**src/hw/rtl/mphm_pkg.sv**
```systemverilog
// Shared constants, types and helpers of the peak history monitor.
package mphm_pkg;

    localparam int NUM_CHANNELS  = 16;
    localparam int HISTORY_DEPTH = 64;
    localparam int QUEUE_DEPTH   = 2;
    localparam int OUT_DEPTH     = 2;

    localparam int CHAN_IN_W = 8;
    localparam int REQ_W     = 2;
    localparam int SMP_W     = 24;
    localparam int MAG_W     = 23;
    localparam int CNT_IN_W  = 7;

    localparam int CH_W    = (NUM_CHANNELS > 1) ? $clog2(NUM_CHANNELS) : 1;
    localparam int HP_W    = $clog2(HISTORY_DEPTH);
    localparam int CNT_W   = $clog2(HISTORY_DEPTH + 1);
    localparam int SUM_W   = CNT_W + 1;
    localparam int ADDR_W  = $clog2(NUM_CHANNELS * HISTORY_DEPTH);
    localparam int MEM_DEPTH = NUM_CHANNELS * HISTORY_DEPTH;
    localparam int QP_W    = (QUEUE_DEPTH > 1) ? $clog2(QUEUE_DEPTH) : 1;
    localparam int QC_W    = $clog2(QUEUE_DEPTH + 1);
    localparam int OP_W    = (OUT_DEPTH > 1) ? $clog2(OUT_DEPTH) : 1;
    localparam int OC_W    = $clog2(OUT_DEPTH + 1);

    // s_tdata layout
    localparam int S_TDATA_W = 40;
    localparam int CH_LSB    = 0;
    localparam int SMP_LSB   = CH_LSB + CHAN_IN_W;
    localparam int CNT_LSB   = SMP_LSB + SMP_W;
    localparam int M_TDATA_W = 24;

    localparam logic [REQ_W-1:0] REQ_PUSH   = 2'd0;
    localparam logic [REQ_W-1:0] REQ_PEAK   = 2'd1;
    localparam logic [REQ_W-1:0] REQ_LATEST = 2'd2;
    localparam logic [REQ_W-1:0] REQ_HIST   = 2'd3;

    localparam logic [MAG_W-1:0] MAG_MAX = {MAG_W{1'b1}};

    typedef struct packed {
        logic [REQ_W-1:0]        kind;
        logic                    chan_ok;
        logic [CH_W-1:0]         channel;
        logic signed [SMP_W-1:0] sample;
        logic [CNT_W-1:0]        count;
    } op_t;

    typedef struct packed {
        logic signed [SMP_W-1:0] value;
        logic                    last;
    } res_t;

    function automatic logic [MAG_W-1:0] magnitude_of(input logic signed [SMP_W-1:0] smp);
        logic [SMP_W-1:0] neg;
        neg = -smp;
        if (!smp[SMP_W-1]) begin
            magnitude_of = smp[MAG_W-1:0];
        end else if (neg[SMP_W-1]) begin
            magnitude_of = MAG_MAX;
        end else begin
            magnitude_of = neg[MAG_W-1:0];
        end
    endfunction

endpackage

```
**src/hw/rtl/mphm_front.sv**
```systemverilog
// Request front end: decodes words, drops no-op requests, queues the rest.
module mphm_front (
    input  logic                          aclk,
    input  logic                          aresetn,
    input  logic                          s_tvalid,
    output logic                          s_tready,
    // channel[7:0], sample[31:8], count[38:32], zero pad
    input  logic [mphm_pkg::S_TDATA_W-1:0] s_tdata,
    // req_type[1:0]
    input  logic [mphm_pkg::REQ_W-1:0]    s_tuser,
    output logic                          op_valid,
    input  logic                          op_ready,
    output mphm_pkg::op_t                 op
);
    import mphm_pkg::*;

    logic [CHAN_IN_W-1:0] ch_in;
    logic [CNT_IN_W-1:0]  cnt_in;
    logic                 chan_ok;
    logic                 keep;
    op_t                  op_in;
    logic                 wr_en;
    logic                 rd_en;

    op_t              q_reg [QUEUE_DEPTH];
    logic [QP_W-1:0]  wr_ptr_reg, wr_ptr_next;
    logic [QP_W-1:0]  rd_ptr_reg, rd_ptr_next;
    logic [QC_W-1:0]  cnt_reg, cnt_next;

    assign ch_in   = s_tdata[CH_LSB +: CHAN_IN_W];
    assign cnt_in  = s_tdata[CNT_LSB +: CNT_IN_W];
    assign chan_ok = {1'b0, ch_in} < (CHAN_IN_W + 1)'(NUM_CHANNELS);

    always_comb begin
        op_in.kind    = s_tuser;
        op_in.chan_ok = chan_ok;
        op_in.channel = ch_in[CH_W-1:0];
        op_in.sample  = s_tdata[SMP_LSB +: SMP_W];
        op_in.count   = (cnt_in > CNT_IN_W'(HISTORY_DEPTH)) ? CNT_W'(HISTORY_DEPTH)
                                                          : CNT_W'(cnt_in);
        case (s_tuser)
            REQ_PUSH:   keep = chan_ok;
            REQ_PEAK:   keep = 1'b1;
            REQ_LATEST: keep = 1'b1;
            REQ_HIST:   keep = chan_ok && (cnt_in != '0);
            default:    keep = 1'b0;
        endcase
    end

    assign s_tready = (cnt_reg != QC_W'(QUEUE_DEPTH));
    assign wr_en    = s_tvalid && s_tready && keep;
    assign op_valid = (cnt_reg != '0);
    assign rd_en    = op_valid && op_ready;
    assign op       = q_reg[rd_ptr_reg];

    always_comb begin
        wr_ptr_next = wr_ptr_reg;
        rd_ptr_next = rd_ptr_reg;
        if (wr_en) begin
            wr_ptr_next = (wr_ptr_reg == QP_W'(QUEUE_DEPTH - 1)) ? '0 : wr_ptr_reg + QP_W'(1);
        end
        if (rd_en) begin
            rd_ptr_next = (rd_ptr_reg == QP_W'(QUEUE_DEPTH - 1)) ? '0 : rd_ptr_reg + QP_W'(1);
        end
        cnt_next = cnt_reg + QC_W'(wr_en) - QC_W'(rd_en);
    end

    always_ff @(posedge aclk) begin
        if (!aresetn) begin
            wr_ptr_reg <= '0;
            rd_ptr_reg <= '0;
            cnt_reg    <= '0;
        end else begin
            wr_ptr_reg <= wr_ptr_next;
            rd_ptr_reg <= rd_ptr_next;
            cnt_reg    <= cnt_next;
        end
    end

    always_ff @(posedge aclk) begin
        if (wr_en) begin
            q_reg[wr_ptr_reg] <= op_in;
        end
    end

endmodule

```
**config.mk**
```make
export PLATFORM = sky130hd
export DESIGN_NAME = mphm_front
export DESIGN_NICKNAME = d
export VERILOG_FILES = /design/src/hw/rtl/mphm_pkg.sv /design/src/hw/rtl/mphm_front.sv
export SDC_FILE = /design/constraint.sdc
export NUM_CORES = 1
export LEC_CHECK = 0
export ABC_AREA = 1
export BUFFER_PORTS_ARGS = -buffer_cell sky130_fd_sc_hd__buf_4
export CORE_MARGIN = 5
export CORE_UTILIZATION = 52
export DETAILED_ROUTE_END_ITERATION = 6
export PLACE_DENSITY = 0.89
export SLEW_MARGIN = 20
export SYNTH_ARGS = -nofsm -noshare
export SYNTH_HDL_FRONTEND = slang
export SYNTH_SLANG_ARGS = --single-unit
```
**constraint.sdc**
```tcl
create_clock -name aclk -period 3.8 [get_ports aclk]
set_input_delay 0.19 -clock aclk [delete_from_list [all_inputs] [get_ports aclk]]
set_output_delay 0.19 -clock aclk [all_outputs]
set_load 0.01 [all_outputs]
```
==> impl_metrics.json, run 1 <==
{
  "core_area_sq_mm": 0.00592,
  "grt_overflow": 0,
  "clock_skew_ps": 7.42,
  "drive_above_1_share": 0.514,
  "fp.dieArea_sq_mm": 0.00773,
  "place_congestion": 0.699,
  "io_pins": 86,
  "cts_buffers": 9,
  "final_core_util": 0.688,
  "multi_input_area_sq_um": 676,
  "grt_max_degree": 39,
  "grt_pass1_vias": 1928,
  "fmax_ghz": 0.493,
  "min_path_type": "in2reg",
  "timing.setup.tns_ps": 0,
  "via_count": 1756,
  "clk_pin_slew_worst_paths_ps": 80,
  "yosys.area_share.adder": 0.0159,
  "powerDensity_mw_per_mm2": 553,
  "routed_via_density": 4.97,
  "grt_setup_unrepaired": "false",
  "synth_cells": 181,
  "die_x_um": 87.9,
  "relSlewSlack": 0.405,
  "synth_compound_area_frac": 0.0194,
  "cts_buffer_depth": 2,
  "cts_tree": "yes",
  "die_h_um": 87.9,
  "synth_edf_count": 76,
  "power.leakage_nw": 1.60,
  "post_dp_cell_area_sq_mm": 0.00386,
  "fin_crit_ps": 2030,
  "largest_reg_flops": 76,
  "nets": 323,
  "yosysTopAreaCellShare": 0.723,
  "cp.arrival_ps": 1840,
  "dr.pass1.iters": 4,
  "area_growth_pct": 29.0,
  "finalHoldViolCount": 0,
  "routed_wl_um": 5700,
  "yosys.area.top_type": "edfxtp_1",
  "final-instance-count-excl-fill": 353,
  "drc": 0,
  "ctsHtreeMaxLevel": 3,
  "fillers": 430,
  "dp_cells": 336,
  "critPathLaunchType": "flip-flop",
  "yosys.area_share.simple": 0.0380,
  "n_antenna_cell": 0,
  "synth_top_family_by_area": "multiplexers",
  "synthArstFlopShare": 0,
  "antenna_found_initial": 0,
  "drv_cap": 0,
  "drt-initial-drc-count": 86,
  "ys_ff_latch": 81,
  "fin_total_pwr_w": 0.00225,
  "yosysMostFrequentCell": "edfxtp_1",
  "setup_viol": 0,
  "outcome": "finished, final reports clean",
  "rows": 28,
  "grtUsageTotal": 0.158,
  "ir_drop_mv": 0.306,
  "clock-sinks": 81,
  "slowest_stage": "dfxtp_2",
  "criticalPathCategory": "reg2out",
  "ys_seq_area_frac": 0.755,
  "worstSkewPairLatency_ps": 330,
  "synthTopCellsByCount": "edfxtp_1, mux2_2, inv_1, nand2_1, nor2_1",
  "holdBufCountCts": 0,
  "cts_resized": 0,
  "fin_area_sq_mm": 0.00407,
  "synthTopCellsByArea": "edfxtp_1, mux2_2, dfxtp_1",
  "synth-xor-area-share": 0.00277,
  "maxSlewViolCount": 0,
  "initial_core_util": 0.533,
  "crit_path_end_kind": "primary output",
  "seq_area_sq_mm": 0.00238,
  "synth_nets": 231,
  "synth_ff_type": "edfxtp_1",
  "port_buffers": 84,
  "grt_pass1_wl_um": 8950,
  "hpwl_um": 3940,
  "critPathMaxStageDelay_ps": 920,
  "post-route-period-util": 0.534,
  "route.antenna.remaining_nets": 0,
  "critPathBufInv": 1,
  "syn_area_sq_mm": 0.00316,
  "syn_area_per_cell_sq_um": 17.4,
  "post-cts-setup-buffer-count": 0,
  "wl_per_cell_um": 16.1,
  "cts-root-buf": "clkbuf_8",
  "worst_pin_slew_ps": 892,
  "critPathRequiredTime_ps": 3610,
  "cp_top_family": "flip-flops",
  "worstPathCellList": "mux2_2 -> buf_4",
  "yosysUniqueCellTypes": 22,
  "yosysWarnings": 0,
  "cp_max_fo": 38,
  "synthMuxAreaShare": 0.136
}
per-layer routing:
| metal | track usage | share of wire | vias up |
|---|---|---|---|
| met4 | 0.0753 | 0.015 | 0 |
| met5 | 0 | 0 | - |
| met2 | 0.290 | 0.55 | 61 |
| li1 | - | - | 844 |
| met3 | 0.0405 | 0.066 | 9 |
| met1 | 0.169 | 0.37 | 842 |
worst register-to-register path: stages (launching register included):
cell and delay, ps:
dfxtp_1 310, inv_1 90, a21boi_4 180, nand3_2 100, inv_1 590, buf_4 410
path summary, 6_finish.rpt:
kind	from	slack, ps	endpoint	depth (start not counted)
min	s_tdata[11]	40	q_reg[0][10]	1
max	flip-flop	1770	op[31]	2
max reg2reg	cnt_reg[0]	1800	q_reg[1][20]	5
min reg2reg	rd_ptr_reg	460	flip-flop	1
power breakdown:
part	internal [W]	switching [W]
logic	0.000310	0.000228
registers	0.00106	0.0000729
clock network	0.000299	0.000287
total	0.00167	0.000588
logic make-up after synthesis:
kind of cell | count (synthesis)
multiplexers | 38
buffers and inverters | 23
AO/OA/AOI/OAI | 9
adder cells (fa/ha/maj) | 4
XOR/XNOR | 1
flip-flops | 81
AND/OR/NAND/NOR | 25
layout make-up:
type                    instances  area share
flip-flops and latches         81       0.585
clock inverters                 6      0.0144
clock buffers                  10      0.0313
multi-input cells              77       0.166
inverters                      18      0.0166
repair buffers                 86       0.163
well taps                      75      0.0230
placed cells by master, fill, tap and decap left out, drive strengths merged, types with 2 or more instances in the layout:
cell | Yosys | routed
clkinv | 0 | 3
edfxtp | 76 | 76
nand2 | 12 | 12
buf | 4 | 86
o21ai | 3 | 3
clkbuf | 1 | 10
inv | 18 | 18
mux2 | 38 | 38
nor2 | 11 | 11
ha | 4 | 4
a21oi | 4 | 4
dfxtp | 5 | 5
clkinvlp | 0 | 2
stage by stage:
stage | setup WS (ps) | hold WS (ps)
final | 1770 | 35.5
after global routing | 1640 | 14.0
after CTS | 1690 | 18.9
after detailed placement | 1570 | 378
after global placement | 1610 | 375
after floorplan | 1060 | 283
(Power assumes the default switching activity.)
==> inputs of run 2 (changes only) <==
--- a/config.mk
+++ b/config.mk
@@ -5,12 +5,12 @@
 export SDC_FILE = /design/constraint.sdc
 export NUM_CORES = 1
 export LEC_CHECK = 0
-export ABC_AREA = 1
+export ABC_AREA = 0
 export BUFFER_PORTS_ARGS = -buffer_cell sky130_fd_sc_hd__buf_4
 export CORE_MARGIN = 5
-export CORE_UTILIZATION = 52
+export CORE_UTILIZATION = 46
 export DETAILED_ROUTE_END_ITERATION = 6
-export PLACE_DENSITY = 0.89
+export PLACE_DENSITY = 0.84
 export SLEW_MARGIN = 20
 export SYNTH_ARGS = -nofsm -noshare
 export SYNTH_HDL_FRONTEND = slang
==> constraint.sdc (replaced) <==
create_clock -name aclk -period 1.8 [get_ports aclk]
set_input_delay 0.09 -clock aclk [delete_from_list [all_inputs] [get_ports aclk]]
set_output_delay 0.09 -clock aclk [all_outputs]
set_load 0.01 [all_outputs]
==> impl_metrics.json, run 2 <==
{
  "power.switching_w": 0.00132,
  "min-delay-start": "s_tuser[1]",
  "yosysUniqueCellTypes": 23,
  "synthTopCellsByArea": "edfxtp_1, mux2_2, dfxtp_1",
  "min_path_type": "in2reg",
  "cts_tree": "yes",
  "internal_power_w": 0.00364,
  "ys_ff_latch": 81,
  "core_area_sq_mm": 0.00672,
  "nets": 347,
  "synth_cells": 163,
  "relSlewSlack": 0.594,
  "fillers": 469,
  "power_frac_seq": 0.468,
  "clock_skew_ps": 6.71,
  "yosysMostFrequentCell": "edfxtp_1",
  "whs_endpoint": "q_reg[1][37]",
  "fin_total_pwr_w": 0.00496,
  "grt_setup_unrepaired": "true",
  "area_growth_pct": 44.1,
  "routed_wl_um": 6500,
  "worst_pin_slew_ps": 608,
  "finalHoldViolCount": 0,
  "crit_path_end_kind": "flip-flop",
  "n_antenna_cell": 0,
  "final_cell_mix": "buf_4, edfxtp_1, mux2_2, dlygate4sd3_1, clkbuf_8",
  "ys_seq_area_frac": 0.763,
  "cts_buffer_depth": 2,
  "synthTopCellsByCount": "edfxtp_1, mux2_2, and2b_1",
  "die_x_um": 92.4,
  "ctsHtreeMaxLevel": 3,
  "die_h_um": 92.4,
  "rows": 30,
  "maxSlewViolCount": 0,
  "dr.pass1.iters": 4,
  "yosysTopAreaCellShare": 0.730,
  "critPathMaxStageDelay_ps": 360,
  "largest_reg_flops": 76,
  "fin_area_sq_mm": 0.00450,
  "place_congestion": 0.717,
  "pwr-share-clk": 0.214,
  "fmax_ghz": 0.563,
  "grt_pass1_vias": 2099,
  "wl_per_cell_um": 17.0,
  "grt_max_degree": 39,
  "grtUsageTotal": 0.155,
  "fin_crit_ps": 1780,
  "fp.dieArea_sq_mm": 0.00854,
  "critPathBufInv": 2,
  "power.leakage_nw": 1.72,
  "cts_buffers": 9,
  "seq_area_sq_mm": 0.00239,
  "setup_viol": 0,
  "switching_share": 0.266,
  "combPwrFrac": 0.319,
  "worstPathCellList": "buf_6 -> or2_4 -> and2_4 -> ha_4 -> inv_1 -> ha_2 -> xnor2_2 -> xnor2_1 -> and2_1",
  "worstSkewPairLatency_ps": 330,
  "final_core_util": 0.670,
  "final_common_cell": "buf_4",
  "ir_drop_mv": 0.451,
  "synth_nets": 213,
  "timing.setup.tns_ps": 0,
  "yosysWarnings": 0,
  "cp_top_family": "simple AND/OR/NAND/NOR gates",
  "critPathRequiredTime_ps": 2030,
  "antenna_found_initial": 0,
  "yosys.area.top_type": "edfxtp_1",
  "cp.arrival_ps": 2000,
  "via_count": 1887,
  "route.antenna.remaining_nets": 0,
  "clk_pin_slew_worst_paths_ps": 70,
  "multi_input_area_sq_um": 812,
  "clock-sinks": 81,
  "grt_pass1_wl_um": 10300,
  "cts-root-buf": "clkbuf_8",
  "drive_above_1_share": 0.555,
  "syn_area_sq_mm": 0.00312,
  "critPathLaunchType": "flip-flop",
  "synth_ff_type": "edfxtp_1",
  "r2r_start": "cnt_reg[1]",
  "hpwl_um": 3850,
  "powerDensity_mw_per_mm2": 1100,
  "whs_ps": 59.3,
  "drc": 0,
  "routed_via_density": 4.95,
  "outcome": "finished, final reports clean",
  "holdPathStages": 2,
  "slowest_stage": "dfxtp_4",
  "port_buffers": 84,
  "ff2ff_setup_slack_ps": 20,
  "r2r-end": "cnt_reg[1]",
  "drt-initial-drc-count": 36,
  "post_dp_cell_area_sq_mm": 0.00400,
  "grt_overflow": 0,
  "criticalPathCategory": "reg2reg",
  "post-route-period-util": 0.987,
  "drv_cap": 0,
  "io_pins": 86,
  "cp_max_fo": 2,
  "initial_core_util": 0.465,
  "synth_edf_count": 76,
  "r2r_cells": 9,
  "syn_area_per_cell_sq_um": 19.2,
  "synthArstFlopShare": 0
}
-- run 2: cell types whose count changed after synthesis, moves of 3 or more --
cell,before,now
and2b_1,0,6
a21oi_1,4,1
nand2_1,11,1
and2_1,0,5
nor2_1,11,0
nor2b_1,0,5
inv_1,17,4
-- run 2: cell families (layout without fill, tap and decap cells) --
kind of cell    Yosys count  count (layout)  synth area share
flops                    81              81             0.763
mux                      38              38             0.137
simple gates             23              25            0.0493
buf+inv                   9             145            0.0116
compound gates            5               5            0.0152
fa+ha+maj                 4               4            0.0160
xor+xnor                  3               3           0.00841
-- run 2: what timing repair did --
item	in CTS	in global routing
setup endpoints to repair	39	39
hold buffers	29	0
setup buffers	0	1
cloned	1	1
gates resized for setup	6	2
pin swaps	1	3
endpoints found under the hold margin	57	0
-- run 2: through the flow --
step	worst slack, ps	std cells
floorplan	0.487	163
global placement	-380	334
detailed placement	-442	334
CTS	2.05	379
global route	-29.5	381
finish	24.0	381
-- run 2: per-layer routing --
metal,vias up,global-route usage,wire [um]
met3,5,0.0357,318
met5,-,0,0
met1,933,0.188,2800
met4,0,0.0557,47
li1,891,-,-
met2,58,0.272,3330
-- run 2: worst max path at each step --
stage                     cells past startpoint      endpoint        from  slack, ps
after floorplan                               9    cnt_reg[1]  s_tuser[1]        0.5
after global placement                        5  q_reg[0][16]  s_tdata[6]       -380
after detailed placement                      5   q_reg[0][7]  s_tdata[6]       -440
after CTS                                     9    cnt_reg[1]  cnt_reg[1]          2
after global routing                          9    cnt_reg[1]  cnt_reg[1]        -30
final                                         9    cnt_reg[1]  cnt_reg[1]         20
-- run 2: area by class of cell --
class	instances	area share
flip-flops and latches	81	0.530
clock inverters	4	0.00472
clock buffers	11	0.0292
well taps	80	0.0222
inverters	4	0.00334
repair buffers	126	0.230
multi-input cells	75	0.180
-- run 2: power groups by stage --
stage / logic, W / clock network [W] / registers, W
2_1_floorplan: 0.000807 / 0 / 0.00233
3_3_place_gp: 0.00144 / 0 / 0.00234
3_5_place_dp: 0.00146 / 0 / 0.00234
4_1_cts: 0.00156 / 0.00109 / 0.00231
5_1_grt: 0.00171 / 0.00118 / 0.00233
6_report: 0.00158 / 0.00106 / 0.00232
